==> src/hw/rtl/segment_allocator_fit_policies_top_macros.svh <==
// assertion macros for the segment allocator
// used by segment_allocator_fit_policies_top
`ifndef SEGMENT_ALLOCATOR_FIT_POLICIES_TOP_MACROS_SVH
`define SEGMENT_ALLOCATOR_FIT_POLICIES_TOP_MACROS_SVH
`ifndef SYNTH
`define SAFP_ASSERT_IMPL(label, clk, rst_n, ante, cons) \
    label: assert property (@(posedge clk) disable iff (!rst_n) (ante) |-> (cons)) \
        else $error("assertion failed");
`define SAFP_ASSERT_NEXT(label, clk, rst_n, ante, cons) \
    label: assert property (@(posedge clk) disable iff (!rst_n) (ante) |=> (cons)) \
        else $error("assertion failed");
`else
`define SAFP_ASSERT_IMPL(label, clk, rst_n, ante, cons)
`define SAFP_ASSERT_NEXT(label, clk, rst_n, ante, cons)
`endif
`endif

==> src/hw/rtl/safp_pkg.sv <==
// shared types and constants for the segment allocator
// no dependencies
`timescale 1ns / 1ps
`default_nettype none
package safp_pkg;
    localparam int MAX_SEGMENTS_D  = 64;
    localparam int MAX_RECORDS_D   = 63;
    localparam int MEM_UNITS_MAX_D = 1024;
    localparam int TOTAL_RESET     = 100;

    localparam logic [1:0] KIND_ALLOC = 2'd0;
    localparam logic [1:0] KIND_FREE  = 2'd1;
    localparam logic [1:0] KIND_INIT  = 2'd2;

    localparam logic [1:0] POL_BEST  = 2'd0;
    localparam logic [1:0] POL_WORST = 2'd1;
    localparam logic [1:0] POL_NEXT  = 2'd2;

    localparam logic [2:0] ST_OK      = 3'd0;
    localparam logic [2:0] ST_NOFIT   = 3'd1;
    localparam logic [2:0] ST_NOREC   = 3'd2;
    localparam logic [2:0] ST_FULL    = 3'd3;
    localparam logic [2:0] ST_BADSIZE = 3'd4;

    localparam logic ADDR_FIT   = 1'b0;
    localparam logic ADDR_TOTAL = 1'b1;

    typedef struct packed {
        logic [1:0]  kind;
        logic [10:0] request_size;
    } in_word_t;

    typedef struct packed {
        logic [2:0] status;
        logic [9:0] block_start;
        logic [6:0] free_segments;
    } out_word_t;

    // datapath operations driven by the controller
    typedef enum logic [3:0] {
        OP_NONE,
        OP_INIT,
        OP_SEG_RD,
        OP_SEG_WR,
        OP_REC_RD,
        OP_REC_WR,
        OP_LATCH_PICK,
        OP_LATCH_AUX,
        OP_LATCH_REC
    } dp_op_t;

    typedef struct packed {
        dp_op_t      op;
        logic [10:0] addr;
        logic [9:0]  wr_start;
        logic [10:0] wr_len;
    } dp_cmd_t;

    typedef struct packed {
        logic [9:0]  rd_start;
        logic [10:0] rd_len;
        logic [9:0]  pick_start;
        logic [10:0] pick_len;
        logic [9:0]  aux_start;
        logic [10:0] aux_len;
        logic [9:0]  rec_start;
    } dp_stat_t;
endpackage
`default_nettype wire

==> src/hw/rtl/segment_allocator_fit_policies_top.sv <==
// top level of the segment allocator: apb registers, controller, datapath
// depends on safp_pkg, safp_ctrl, safp_datapath and the macros header
//
// usage
//   input channel: in_valid / in_stall carry one word {kind, request_size}
//   output channel: out_valid / out_stall carry one word per input word
//   {status, block_start, free_segments}
//   config: apb port, fit_policy at 0x0 and total_units at 0x4
// work per word
//   allocate: segments are read in turn, a used-up segment is shifted out
//   and the new record is pushed; free: records are searched, segments
//   walked to the position, records shifted, then a merge or an insert
//   init: one segment write; rejected and unused-kind words go to the result
//   the single-port segment memory, read one entry at a time, sets the rate
// one word is worked on at a time; in_stall is high while busy
// reset: the block writes one segment spanning total_units (clamped to 1..MEM_UNITS_MAX), then idles
// a stalled result holds in the output register; the next word is taken
// in but its result waits until the output register frees up
`timescale 1ns / 1ps
`default_nettype none
`include "segment_allocator_fit_policies_top_macros.svh"
module segment_allocator_fit_policies_top #(
    parameter int MAX_SEGMENTS  = safp_pkg::MAX_SEGMENTS_D,
    parameter int MAX_RECORDS   = safp_pkg::MAX_RECORDS_D,
    parameter int MEM_UNITS_MAX = safp_pkg::MEM_UNITS_MAX_D
) (
    input  wire logic               clk,
    input  wire logic               rst_n,
    input  wire logic               in_valid,
    output logic                    in_stall,
    input  wire safp_pkg::in_word_t in_data,
    output logic                    out_valid,
    input  wire logic               out_stall,
    output safp_pkg::out_word_t     out_data,
    input  wire logic               psel,
    input  wire logic               penable,
    input  wire logic               pwrite,
    input  wire logic [2:0]         paddr,
    input  wire logic [31:0]        pwdata,
    output logic [31:0]             prdata,
    output logic                    pready
);
    import safp_pkg::*;

    logic [1:0]  fit_reg;
    logic [10:0] total_reg;
    dp_cmd_t     cmd;
    dp_stat_t    stat;

    // register writes
    always_ff @(posedge clk or negedge rst_n)
    begin
        if (!rst_n)
        begin
            fit_reg   <= POL_BEST;
            total_reg <= 11'(TOTAL_RESET);
        end
        else if (psel && penable && pwrite)
        begin
            unique case (paddr[2])
                ADDR_FIT:   fit_reg   <= pwdata[1:0];
                ADDR_TOTAL: total_reg <= pwdata[10:0];
                default: ;
            endcase
        end
    end

    assign pready = 1'b1;
    assign prdata = (paddr[2] == ADDR_TOTAL) ? {21'd0, total_reg} : {30'd0, fit_reg};

    safp_ctrl #(
        .MAX_SEGMENTS (MAX_SEGMENTS),
        .MAX_RECORDS  (MAX_RECORDS),
        .MEM_UNITS_MAX(MEM_UNITS_MAX)
    ) u_ctrl (
        .clk        (clk),
        .rst_n      (rst_n),
        .in_valid   (in_valid),
        .in_stall   (in_stall),
        .in_word    (in_data),
        .out_valid  (out_valid),
        .out_stall  (out_stall),
        .out_word   (out_data),
        .fit_policy (fit_reg),
        .total_units(total_reg),
        .cmd        (cmd),
        .stat       (stat)
    );

    safp_datapath #(
        .MAX_SEGMENTS(MAX_SEGMENTS),
        .MAX_RECORDS (MAX_RECORDS)
    ) u_dp (
        .clk (clk),
        .cmd (cmd),
        .stat(stat)
    );

    // a result word reports a segment count within the table size
    `SAFP_ASSERT_IMPL(a_seg_range, clk, rst_n, out_valid, out_data.free_segments <= 7'(MAX_SEGMENTS))
    // failures report block start zero
    `SAFP_ASSERT_IMPL(a_fail_zero, clk, rst_n, out_valid && out_data.status != ST_OK, out_data.block_start == 10'd0)
    // accepting a word makes the block busy next cycle
    `SAFP_ASSERT_NEXT(a_busy, clk, rst_n, in_valid && !in_stall, in_stall)
endmodule
`default_nettype wire

==> src/hw/rtl/safp_datapath.sv <==
// segment and record memories with read registers and latches
// depends on safp_pkg
`timescale 1ns / 1ps
`default_nettype none
module safp_datapath #(
    parameter int MAX_SEGMENTS = 64,
    parameter int MAX_RECORDS  = 63
) (
    input  wire logic             clk,
    input  wire safp_pkg::dp_cmd_t cmd,
    output safp_pkg::dp_stat_t    stat
);
    import safp_pkg::*;
    localparam int SW = $clog2(MAX_SEGMENTS);
    localparam int RW = (MAX_RECORDS > 1) ? $clog2(MAX_RECORDS) : 1;

    logic [9:0]  seg_s_mem [MAX_SEGMENTS];
    logic [10:0] seg_l_mem [MAX_SEGMENTS];
    logic [9:0]  rec_s_mem [MAX_RECORDS];
    logic [10:0] rec_l_mem [MAX_RECORDS];
    logic [9:0]  rd_s_reg, pk_s_reg, ax_s_reg, rc_s_reg;
    logic [10:0] rd_l_reg, pk_l_reg, ax_l_reg;

    always_ff @(posedge clk)
    begin
        case (cmd.op)
            OP_SEG_WR:
            begin
                seg_s_mem[cmd.addr[SW-1:0]] <= cmd.wr_start;
                seg_l_mem[cmd.addr[SW-1:0]] <= cmd.wr_len;
            end
            OP_REC_WR:
            begin
                rec_s_mem[cmd.addr[RW-1:0]] <= cmd.wr_start;
                rec_l_mem[cmd.addr[RW-1:0]] <= cmd.wr_len;
            end
            OP_SEG_RD:
            begin
                rd_s_reg <= seg_s_mem[cmd.addr[SW-1:0]];
                rd_l_reg <= seg_l_mem[cmd.addr[SW-1:0]];
            end
            OP_REC_RD:
            begin
                rd_s_reg <= rec_s_mem[cmd.addr[RW-1:0]];
                rd_l_reg <= rec_l_mem[cmd.addr[RW-1:0]];
            end
            OP_LATCH_PICK:
            begin
                pk_s_reg <= rd_s_reg;
                pk_l_reg <= rd_l_reg;
            end
            OP_LATCH_AUX:
            begin
                ax_s_reg <= rd_s_reg;
                ax_l_reg <= rd_l_reg;
            end
            OP_LATCH_REC: rc_s_reg <= rd_s_reg;
            default: ;
        endcase
    end

    assign stat.rd_start   = rd_s_reg;
    assign stat.rd_len     = rd_l_reg;
    assign stat.pick_start = pk_s_reg;
    assign stat.pick_len   = pk_l_reg;
    assign stat.aux_start  = ax_s_reg;
    assign stat.aux_len    = ax_l_reg;
    assign stat.rec_start  = rc_s_reg;
endmodule
`default_nettype wire

==> src/hw/rtl/safp_ctrl.sv <==
// sequencer for allocate, free and init words
// depends on safp_pkg
`timescale 1ns / 1ps
`default_nettype none
module safp_ctrl #(
    parameter int MAX_SEGMENTS  = 64,
    parameter int MAX_RECORDS   = 63,
    parameter int MEM_UNITS_MAX = 1024
) (
    input  wire logic               clk,
    input  wire logic               rst_n,
    input  wire logic               in_valid,
    output logic                    in_stall,
    input  wire safp_pkg::in_word_t in_word,
    output logic                    out_valid,
    input  wire logic               out_stall,
    output safp_pkg::out_word_t     out_word,
    input  wire logic [1:0]         fit_policy,
    input  wire logic [10:0]        total_units,
    output safp_pkg::dp_cmd_t       cmd,
    input  wire safp_pkg::dp_stat_t stat
);
    import safp_pkg::*;

    typedef enum logic [4:0] {
        S_IDLE, S_INIT, S_SCAN_RD, S_SCAN_WAIT, S_SCAN_CHK, S_ALLOC_UPD,
        S_REM_RD, S_REM_WAIT, S_REM_WR, S_RSRCH_RD, S_RSRCH_WAIT, S_RSRCH_CHK,
        S_POS_RD, S_POS_WAIT, S_POS_CHK, S_PREV_RD, S_PREV_WAIT, S_PREV_LAT,
        S_DECIDE, S_RSH_RD, S_RSH_WAIT, S_RSH_WR, S_MERGE, S_INS_RD,
        S_INS_WAIT, S_INS_WR, S_DONE
    } state_t;

    state_t      state_reg;
    logic        boot_reg;
    logic [1:0]  kind_reg;
    logic [10:0] size_reg;
    logic [10:0] seg_cnt_reg, rec_cnt_reg;
    logic [10:0] rover_reg;
    logic        rover_v_reg;
    logic [10:0] k_reg, from_reg, pick_reg, rec_idx_reg, p_reg;
    logic        found_reg, jp_reg, jn_reg;
    logic [2:0]  st_reg;
    logic [9:0]  where_reg;
    logic        out_v_reg;
    out_word_t   out_reg;

    logic [10:0] idx_c, tot_c;
    logic        better_c;

    // circular index for next fit scanning, clamped total and the fit comparison
    always_comb
    begin
        idx_c = from_reg + k_reg;
        if (idx_c >= seg_cnt_reg)
            idx_c = idx_c - seg_cnt_reg;
        tot_c = total_units;
        if (tot_c == 11'd0)
            tot_c = 11'd1;
        if (tot_c > 11'(MEM_UNITS_MAX))
            tot_c = 11'(MEM_UNITS_MAX);
        better_c = (fit_policy == POL_WORST) ? (stat.rd_len > stat.pick_len)
                                             : (stat.rd_len < stat.pick_len);
    end

    always_comb
    begin
        cmd = '0;
        cmd.op = OP_NONE;
        unique case (state_reg)
            S_INIT:
            begin
                cmd.op = OP_SEG_WR;
                cmd.wr_len = tot_c;
            end
            S_SCAN_RD:
            begin
                cmd.op = OP_SEG_RD;
                cmd.addr = (fit_policy == POL_NEXT) ? idx_c : k_reg;
            end
            S_SCAN_CHK:
                if (stat.rd_len >= size_reg && (!found_reg || better_c))
                    cmd.op = OP_LATCH_PICK;
            S_ALLOC_UPD:
            begin
                cmd.op = OP_SEG_WR;
                cmd.addr = pick_reg;
                cmd.wr_start = stat.pick_start + size_reg[9:0];
                cmd.wr_len = stat.pick_len - size_reg;
            end
            S_REM_RD:
            begin
                cmd.op = OP_SEG_RD;
                cmd.addr = k_reg + 11'd1;
            end
            S_REM_WR:
            begin
                cmd.op = OP_SEG_WR;
                cmd.addr = k_reg;
                cmd.wr_start = stat.rd_start;
                cmd.wr_len = stat.rd_len;
            end
            S_RSRCH_RD:
            begin
                cmd.op = OP_REC_RD;
                cmd.addr = k_reg - 11'd1;
            end
            S_RSRCH_CHK:
                if (stat.rd_len == size_reg)
                    cmd.op = OP_LATCH_REC;
            S_POS_RD:
            begin
                cmd.op = OP_SEG_RD;
                cmd.addr = p_reg;
            end
            S_POS_CHK:
                if (stat.rd_start >= stat.rec_start)
                    cmd.op = OP_LATCH_PICK;
            S_PREV_RD:
            begin
                cmd.op = OP_SEG_RD;
                cmd.addr = p_reg - 11'd1;
            end
            S_PREV_LAT: cmd.op = OP_LATCH_AUX;
            S_RSH_RD:
            begin
                cmd.op = OP_REC_RD;
                cmd.addr = k_reg + 11'd1;
            end
            S_RSH_WR:
            begin
                cmd.op = OP_REC_WR;
                if (kind_reg == KIND_ALLOC)
                begin
                    // push the new record on top of the stack
                    cmd.addr = rec_idx_reg;
                    cmd.wr_start = stat.pick_start;
                    cmd.wr_len = size_reg;
                end
                else
                begin
                    cmd.addr = k_reg;
                    cmd.wr_start = stat.rd_start;
                    cmd.wr_len = stat.rd_len;
                end
            end
            S_MERGE:
            begin
                if (jp_reg)
                begin
                    cmd.op = OP_SEG_WR;
                    cmd.addr = p_reg - 11'd1;
                    cmd.wr_start = stat.aux_start;
                    cmd.wr_len = stat.aux_len + size_reg
                               + (jn_reg ? stat.pick_len : 11'd0);
                end
                else if (jn_reg)
                begin
                    cmd.op = OP_SEG_WR;
                    cmd.addr = p_reg;
                    cmd.wr_start = stat.rec_start;
                    cmd.wr_len = stat.pick_len + size_reg;
                end
            end
            S_INS_RD:
            begin
                if (k_reg <= p_reg)
                begin
                    // shifting done, the freed block goes in at p
                    cmd.op = OP_SEG_WR;
                    cmd.addr = p_reg;
                    cmd.wr_start = stat.rec_start;
                    cmd.wr_len = size_reg;
                end
                else
                begin
                    cmd.op = OP_SEG_RD;
                    cmd.addr = k_reg - 11'd1;
                end
            end
            S_INS_WR:
            begin
                cmd.op = OP_SEG_WR;
                cmd.addr = k_reg;
                cmd.wr_start = stat.rd_start;
                cmd.wr_len = stat.rd_len;
            end
            default: ;
        endcase
    end

    always_ff @(posedge clk or negedge rst_n)
    begin
        if (!rst_n)
        begin
            state_reg   <= S_INIT;
            boot_reg    <= 1'b1;
            kind_reg    <= KIND_INIT;
            size_reg    <= '0;
            seg_cnt_reg <= '0;
            rec_cnt_reg <= '0;
            rover_reg   <= '0;
            rover_v_reg <= 1'b1;
            k_reg <= '0; from_reg <= '0; pick_reg <= '0;
            rec_idx_reg <= '0; p_reg <= '0;
            found_reg <= 1'b0; jp_reg <= 1'b0; jn_reg <= 1'b0;
            st_reg <= ST_OK; where_reg <= '0;
            out_v_reg <= 1'b0;
            out_reg <= '0;
        end
        else
        begin
            if (out_v_reg && !out_stall && state_reg != S_DONE)
                out_v_reg <= 1'b0;
            unique case (state_reg)
                S_IDLE:
                    if (in_valid)
                    begin
                        kind_reg <= in_word.kind;
                        size_reg <= in_word.request_size;
                        st_reg <= ST_OK;
                        where_reg <= '0;
                        found_reg <= 1'b0;
                        k_reg <= '0;
                        from_reg <= (rover_v_reg && rover_reg < seg_cnt_reg)
                                    ? rover_reg : 11'd0;
                        if (in_word.kind == KIND_INIT)
                            state_reg <= S_INIT;
                        else if (in_word.kind == 2'd3)
                            state_reg <= S_DONE;
                        else if (in_word.request_size == 11'd0 ||
                                 in_word.request_size > 11'(MEM_UNITS_MAX))
                        begin
                            st_reg <= ST_BADSIZE;
                            state_reg <= S_DONE;
                        end
                        else if (in_word.kind == KIND_ALLOC)
                        begin
                            if (rec_cnt_reg >= 11'(MAX_RECORDS))
                            begin
                                st_reg <= ST_FULL;
                                state_reg <= S_DONE;
                            end
                            else if (seg_cnt_reg == 11'd0)
                            begin
                                st_reg <= ST_NOFIT;
                                state_reg <= S_DONE;
                            end
                            else
                                state_reg <= S_SCAN_RD;
                        end
                        else
                        begin
                            k_reg <= rec_cnt_reg;
                            state_reg <= (rec_cnt_reg == 11'd0) ? S_DONE : S_RSRCH_RD;
                            if (rec_cnt_reg == 11'd0)
                                st_reg <= ST_NOREC;
                        end
                    end
                S_INIT:
                begin
                    seg_cnt_reg <= 11'd1;
                    rec_cnt_reg <= '0;
                    rover_reg <= '0;
                    rover_v_reg <= 1'b1;
                    // the init after reset gives no result word
                    boot_reg <= 1'b0;
                    state_reg <= boot_reg ? S_IDLE : S_DONE;
                    st_reg <= ST_OK;
                    where_reg <= '0;
                end
                S_SCAN_RD: state_reg <= S_SCAN_WAIT;
                S_SCAN_WAIT: state_reg <= S_SCAN_CHK;
                S_SCAN_CHK:
                begin
                    if (stat.rd_len >= size_reg && (!found_reg || better_c))
                    begin
                        found_reg <= 1'b1;
                        pick_reg <= (fit_policy == POL_NEXT) ? idx_c : k_reg;
                    end
                    if ((fit_policy == POL_NEXT && stat.rd_len >= size_reg) ||
                        k_reg + 11'd1 >= seg_cnt_reg)
                    begin
                        if (!found_reg && stat.rd_len < size_reg)
                        begin
                            st_reg <= ST_NOFIT;
                            state_reg <= S_DONE;
                        end
                        else
                            state_reg <= S_ALLOC_UPD;
                    end
                    else
                    begin
                        k_reg <= k_reg + 11'd1;
                        state_reg <= S_SCAN_RD;
                    end
                end
                S_ALLOC_UPD:
                begin
                    logic       rv;
                    logic [10:0] ri;
                    where_reg <= stat.pick_start;
                    rv = rover_v_reg;
                    ri = rover_reg;
                    if (fit_policy == POL_NEXT)
                    begin
                        rv = (pick_reg + 11'd1 < seg_cnt_reg);
                        ri = rv ? pick_reg + 11'd1 : 11'd0;
                    end
                    rec_idx_reg <= rec_cnt_reg;
                    if (stat.pick_len == size_reg)
                    begin
                        if (rv)
                        begin
                            if (ri == pick_reg)
                            begin
                                ri = 11'd0;
                                rv = (seg_cnt_reg > 11'd1);
                            end
                            else if (ri > pick_reg)
                                ri = ri - 11'd1;
                        end
                        k_reg <= pick_reg;
                        state_reg <= S_REM_RD;
                    end
                    else
                        state_reg <= S_RSH_WR;
                    rover_v_reg <= rv;
                    rover_reg <= ri;
                end
                S_REM_RD:
                    if (k_reg + 11'd1 >= seg_cnt_reg)
                    begin
                        seg_cnt_reg <= seg_cnt_reg - 11'd1;
                        state_reg <= (kind_reg == KIND_ALLOC) ? S_RSH_WR : S_DONE;
                    end
                    else
                        state_reg <= S_REM_WAIT;
                S_REM_WAIT: state_reg <= S_REM_WR;
                S_REM_WR:
                begin
                    k_reg <= k_reg + 11'd1;
                    state_reg <= S_REM_RD;
                end
                S_RSRCH_RD: state_reg <= S_RSRCH_WAIT;
                S_RSRCH_WAIT: state_reg <= S_RSRCH_CHK;
                S_RSRCH_CHK:
                    if (stat.rd_len == size_reg)
                    begin
                        rec_idx_reg <= k_reg - 11'd1;
                        p_reg <= '0;
                        state_reg <= S_POS_RD;
                    end
                    else if (k_reg == 11'd1)
                    begin
                        st_reg <= ST_NOREC;
                        state_reg <= S_DONE;
                    end
                    else
                    begin
                        k_reg <= k_reg - 11'd1;
                        state_reg <= S_RSRCH_RD;
                    end
                S_POS_RD:
                    if (p_reg >= seg_cnt_reg)
                        state_reg <= (p_reg == 11'd0) ? S_DECIDE : S_PREV_RD;
                    else
                        state_reg <= S_POS_WAIT;
                S_POS_WAIT: state_reg <= S_POS_CHK;
                S_POS_CHK:
                    if (stat.rd_start >= stat.rec_start)
                        state_reg <= (p_reg == 11'd0) ? S_DECIDE : S_PREV_RD;
                    else
                    begin
                        p_reg <= p_reg + 11'd1;
                        state_reg <= S_POS_RD;
                    end
                S_PREV_RD: state_reg <= S_PREV_WAIT;
                S_PREV_WAIT: state_reg <= S_PREV_LAT;
                S_PREV_LAT: state_reg <= S_DECIDE;
                S_DECIDE:
                begin
                    logic jp, jn;
                    jp = (p_reg != 11'd0) &&
                         ({1'b0, stat.aux_start} + stat.aux_len == {1'b0, stat.rec_start});
                    jn = (p_reg < seg_cnt_reg) &&
                         ({1'b0, stat.rec_start} + size_reg == {1'b0, stat.pick_start});
                    jp_reg <= jp;
                    jn_reg <= jn;
                    if (!jp && !jn && seg_cnt_reg >= 11'(MAX_SEGMENTS))
                    begin
                        st_reg <= ST_FULL;
                        state_reg <= S_DONE;
                    end
                    else
                    begin
                        where_reg <= stat.rec_start;
                        k_reg <= rec_idx_reg;
                        state_reg <= S_RSH_RD;
                    end
                end
                S_RSH_RD:
                    if (kind_reg == KIND_ALLOC)
                    begin
                        rec_cnt_reg <= rec_cnt_reg + 11'd1;
                        state_reg <= S_DONE;
                    end
                    else if (k_reg + 11'd1 >= rec_cnt_reg)
                    begin
                        rec_cnt_reg <= rec_cnt_reg - 11'd1;
                        state_reg <= S_MERGE;
                    end
                    else
                        state_reg <= S_RSH_WAIT;
                S_RSH_WAIT: state_reg <= S_RSH_WR;
                S_RSH_WR:
                begin
                    if (kind_reg == KIND_ALLOC)
                        state_reg <= S_RSH_RD;
                    else
                    begin
                        k_reg <= k_reg + 11'd1;
                        state_reg <= S_RSH_RD;
                    end
                end
                S_MERGE:
                begin
                    if (jp_reg && jn_reg)
                    begin
                        if (rover_v_reg && rover_reg >= p_reg)
                            rover_reg <= rover_reg - 11'd1;
                        k_reg <= p_reg;
                        state_reg <= S_REM_RD;
                    end
                    else if (jp_reg || jn_reg)
                        state_reg <= S_DONE;
                    else
                    begin
                        if (rover_v_reg && rover_reg >= p_reg)
                            rover_reg <= rover_reg + 11'd1;
                        k_reg <= seg_cnt_reg;
                        state_reg <= S_INS_RD;
                    end
                end
                S_INS_RD:
                    if (k_reg <= p_reg)
                    begin
                        seg_cnt_reg <= seg_cnt_reg + 11'd1;
                        state_reg <= S_DONE;
                    end
                    else
                        state_reg <= S_INS_WAIT;
                S_INS_WAIT: state_reg <= S_INS_WR;
                S_INS_WR:
                begin
                    k_reg <= k_reg - 11'd1;
                    state_reg <= S_INS_RD;
                end
                S_DONE:
                    if (!out_v_reg || !out_stall)
                    begin
                        out_v_reg <= 1'b1;
                        out_reg.status <= st_reg;
                        out_reg.block_start <= (st_reg == ST_OK) ? where_reg : 10'd0;
                        out_reg.free_segments <= seg_cnt_reg[6:0];
                        state_reg <= S_IDLE;
                    end
                default: state_reg <= S_IDLE;
            endcase
        end
    end

    assign in_stall  = (state_reg != S_IDLE);
    assign out_valid = out_v_reg;
    assign out_word  = out_reg;
endmodule
`default_nettype wire

==> config.mk <==
export PLATFORM = sky130hd
export DESIGN_NAME = segment_allocator_fit_policies_top
export DESIGN_NICKNAME = d
export VERILOG_FILES = /design/src/hw/rtl/safp_pkg.sv /design/src/hw/rtl/segment_allocator_fit_policies_top.sv /design/src/hw/rtl/safp_datapath.sv /design/src/hw/rtl/safp_ctrl.sv
export VERILOG_INCLUDE_DIRS = /design/src /design/src/hw/rtl
export SDC_FILE = /design/constraint.sdc
export NUM_CORES = 2
export LEC_CHECK = 0
export BUFFER_PORTS_ARGS = -buffer_cell sky130_fd_sc_hd__buf_2
export CAP_MARGIN = 30
export CORE_MARGIN = 5
export CORE_UTILIZATION = 55
export CTS_CLUSTER_SIZE = 16
export DETAILED_ROUTE_END_ITERATION = 8
export GPL_ROUTABILITY_DRIVEN = 0
export PLACE_DENSITY = 0.67
export SKIP_CTS_REPAIR_TIMING = 1
export SYNTH_ARGS = -nofsm -noshare
export SYNTH_HDL_FRONTEND = slang
export SYNTH_SLANG_ARGS = --single-unit
==> constraint.sdc <==
create_clock -name clk -period 25.3 [get_ports clk]
set_clock_uncertainty 0.2 [all_clocks]
set_input_delay 5.06 -clock clk [delete_from_list [all_inputs] [get_ports clk]]
set_output_delay 5.06 -clock clk [all_outputs]
set_load 0.01 [all_outputs]
==> results.py <==
metrics = {
    "power": {
        "power.leakage_nw": 46.9,
        "p_total_w": 0.0184,
        "power_density_mw_per_mm2": 134,
        "peakVddDrop_mv": 0.140,
    },
    "timing": {
        "finalCriticalPeriod_ps": 11010,
        "report.final.slew_viol_count": 0,
        "maxSlewHeadroom_pct": 19.7,
        "fmax_mhz": 90.8,
        "hold_violations": 0,
        "rsz0062_at_grt": "no",
        "tns_ps": 0,
        "finalSetupViolations": 0,
        "fin_crit_sh_pct": 43.5,
        "worst_slew_pin_slew_ps": 1200,
    },
    "floorplan": {
        "die_w_um": 482,
        "die_h_um": 482,
        "io_pins": 110,
        "design.die.area_mm2": 0.233,
        "core-area_mm2": 0.222,
        "start_util_pct": 55.3,
        "rows": 173,
    },
    "clocking": {
        "cts-buffers-inserted": 312,
        "clockBufferDepth": 4,
        "clk_pin_slew_ps": 60,
        "htree_levels": 5,
        "clock_sinks": 2898,
        "cts_tree": "yes",
        "clkLatencyLatePin_ps": 950,
        "cts_root_buf": "clkbuf_16",
    },
    "setup_path": {
        "crit_top_cell": "o21ai_0",
        "crit_fanout": 31,
        "cp-end-kind": "flop",
        "cp_slowest_cell": "a221oi_1",
        "cp.required_ps": 25650,
        "slowest_delay_ps": 1000,
        "startpoint_type": "flop",
        "worstSetupPathType": "reg -> reg",
        "cp.arrival_ps": 11350,
        "r2r_setup_slack_ps": 14290,
    },
    "global_route": {
        "antenna_found_initial": 24,
        "grt_max_degree": 123,
        "overflow": 0,
        "grt_pass1_vias": 80013,
        "grt_pass1_wl_um": 582000,
        "grt_usage_pct": 34.9,
    },
    "placement": {
        "placedCellCount": 11889,
        "io_buffers": 64,
        "hpwl_um": 242000,
    },
    "run": {
        "drv_cap": 0,
    },
    "yosys": {
        "synth.top_cell.area_share_pct": 67.0,
        "netlist_area_mm2": 0.123,
        "synth-edff-count": 2740,
        "synthTopCellsByArea": "edfxtp_1 (67%), nand2_1 (4.3%), dfrtp_1 (3.1%)",
        "ys_seq_area_share_pct": 70.3,
        "syn_area_per_cell_um2": 13.5,
        "yosys.area.top_type": "edfxtp_1",
        "ys_ff_latch": 2898,
        "netlist-cell-type-count": 97,
        "syn_inst": 9072,
        "synthArstFlopShare_pct": 5.45,
        "ys.warnings.count": 0,
        "ys.flop_type": "edfxtp_1",
    },
    "layout": {
        "ff_latch_area_mm2": 0.0862,
        "post-route-util_pct": 61.8,
        "mostFrequentLayoutCell": "edfxtp_1",
        "largest_reg_flops": 704,
        "fillers": 16475,
        "final_cell_count_no_fill": 12445,
        "multi_input_area_mm2": 0.0343,
        "drive_above_1_share_pct": 11.9,
        "nNetsFinal": 9540,
        "area.growth.synth_to_final_pct": 11.9,
        "final_cell_mix": "edfxtp_1 (2740), nand2_1 (1414), a21oi_1 (726)",
    },
    "routing": {
        "wl_per_cell_um": 33.1,
        "dr.pass1.iters": 8,
        "wl_um": 412000,
        "viasPerCell": 6.82,
        "vias": 84887,
        "ant_nets": 0,
        "initialDrtViolationCount": 13879,
        "drc": 0,
    },
    "run_status": {
        "status": "completed",
    },
    "min_path": {
        "min_path_type": "reg -> reg",
    },
}
==> per-layer routing <==
metal  global-route usage [%]  vias to the layer above  wire length [µm]
li1                         -                    35206                 -
met5                        0                        -                61
met4                     21.7                        8             31500
met1                     46.5                    41800            144000
met2                     51.8                     6574            181000
met3                     8.76                     1299             56100
==> kinds of logic (layout without fill, tap and decap cells) <==
family                     Yosys count  after routing  share of synthesized area, %
DFF                               2898           2898                          70.3
and+or+nand+nor                   2490           2490                          8.76
AOI/OAI and AO/OA                 2329           2329                          12.6
buffers and inverters              727           1094                          2.62
adders and majority gates          248            248                          2.65
muxes                              247            247                          2.13
xor gates and xnor gates           131            131                         0.935
other                                2             33                       0.00612
==> path summary, 6_finish.rpt <==
path	start	to	depth (start not counted)
setup reg to reg	u_ctrl.k_reg[1]	u_dp.rd_s_reg[3]	29
max in group asynchronous	rst_n	total_reg[5]	3
hold reg to reg	u_ctrl.kind_reg[1]	u_ctrl.kind_reg[1]	2
setup / recovery	u_ctrl.k_reg[1]	u_dp.rd_s_reg[3]	29
min in group asynchronous	rst_n	u_ctrl.rec_cnt_reg[8]	1
hold / removal	u_ctrl.kind_reg[1]	u_ctrl.kind_reg[1]	2
==> cell usage after synthesis, drive strengths merged, types with 47 or more instances <==
master / number
a211oi: 173
a21o: 63
a21oi: 729
a221oi: 190
a22o: 75
a22oi: 259
a31oi: 74
buf: 372
clkbuf: 208
dfrtp: 151
edfxtp: 2740
ha: 228
inv: 145
mux2: 93
mux2i: 152
nand2: 1422
nand3: 396
nand4: 48
nor2: 334
nor3: 90
nor4: 47
o21ai: 282
o22ai: 110
xnor2: 95
==> per-stage QoR <==
stage / hold slack, ps / cell area [µm²] / worst slack, ps
after global placement: 262 / 128000 / 14310
after global routing: 305 / 137000 / 13930
after detailed placement: 266 / 128000 / 14300
final: 272 / 137000 / 14290
after CTS: 278 / 137000 / 14290
after floorplan: 249 / 123000 / 14410
==> worst max-delay path, delay by kind of cell, from the launching register on <==
family,cells,cell delay [ps]
simple gates,6,1160
fa+ha+maj,2,850
xor+xnor,2,390
compound gates,16,5510
buf+inv,3,1820
flops,1,600
==> report_power, final <==
part | switching [W] | leakage [nW] | total (W) | internal (W)
combinational | 0.00580 | 15.1 | 0.00783 | 0.00204
clock | 0.00182 | 4.53 | 0.00424 | 0.00242
sequential | 0.000203 | 27.3 | 0.00629 | 0.00608
==> area by class of cell <==
class                      instances  share of cell area, %
clock buffer                     398                   6.05
timing repair buffer             411                   2.38
clock inverter                   138                  0.681
multi-input combinational       5467                   25.0
inverter                         147                  0.402
antenna                           11                 0.0200
sequential                      2898                   62.8
tap                             2975                   2.71
Note: power is estimated with default switching activity, not from simulation.
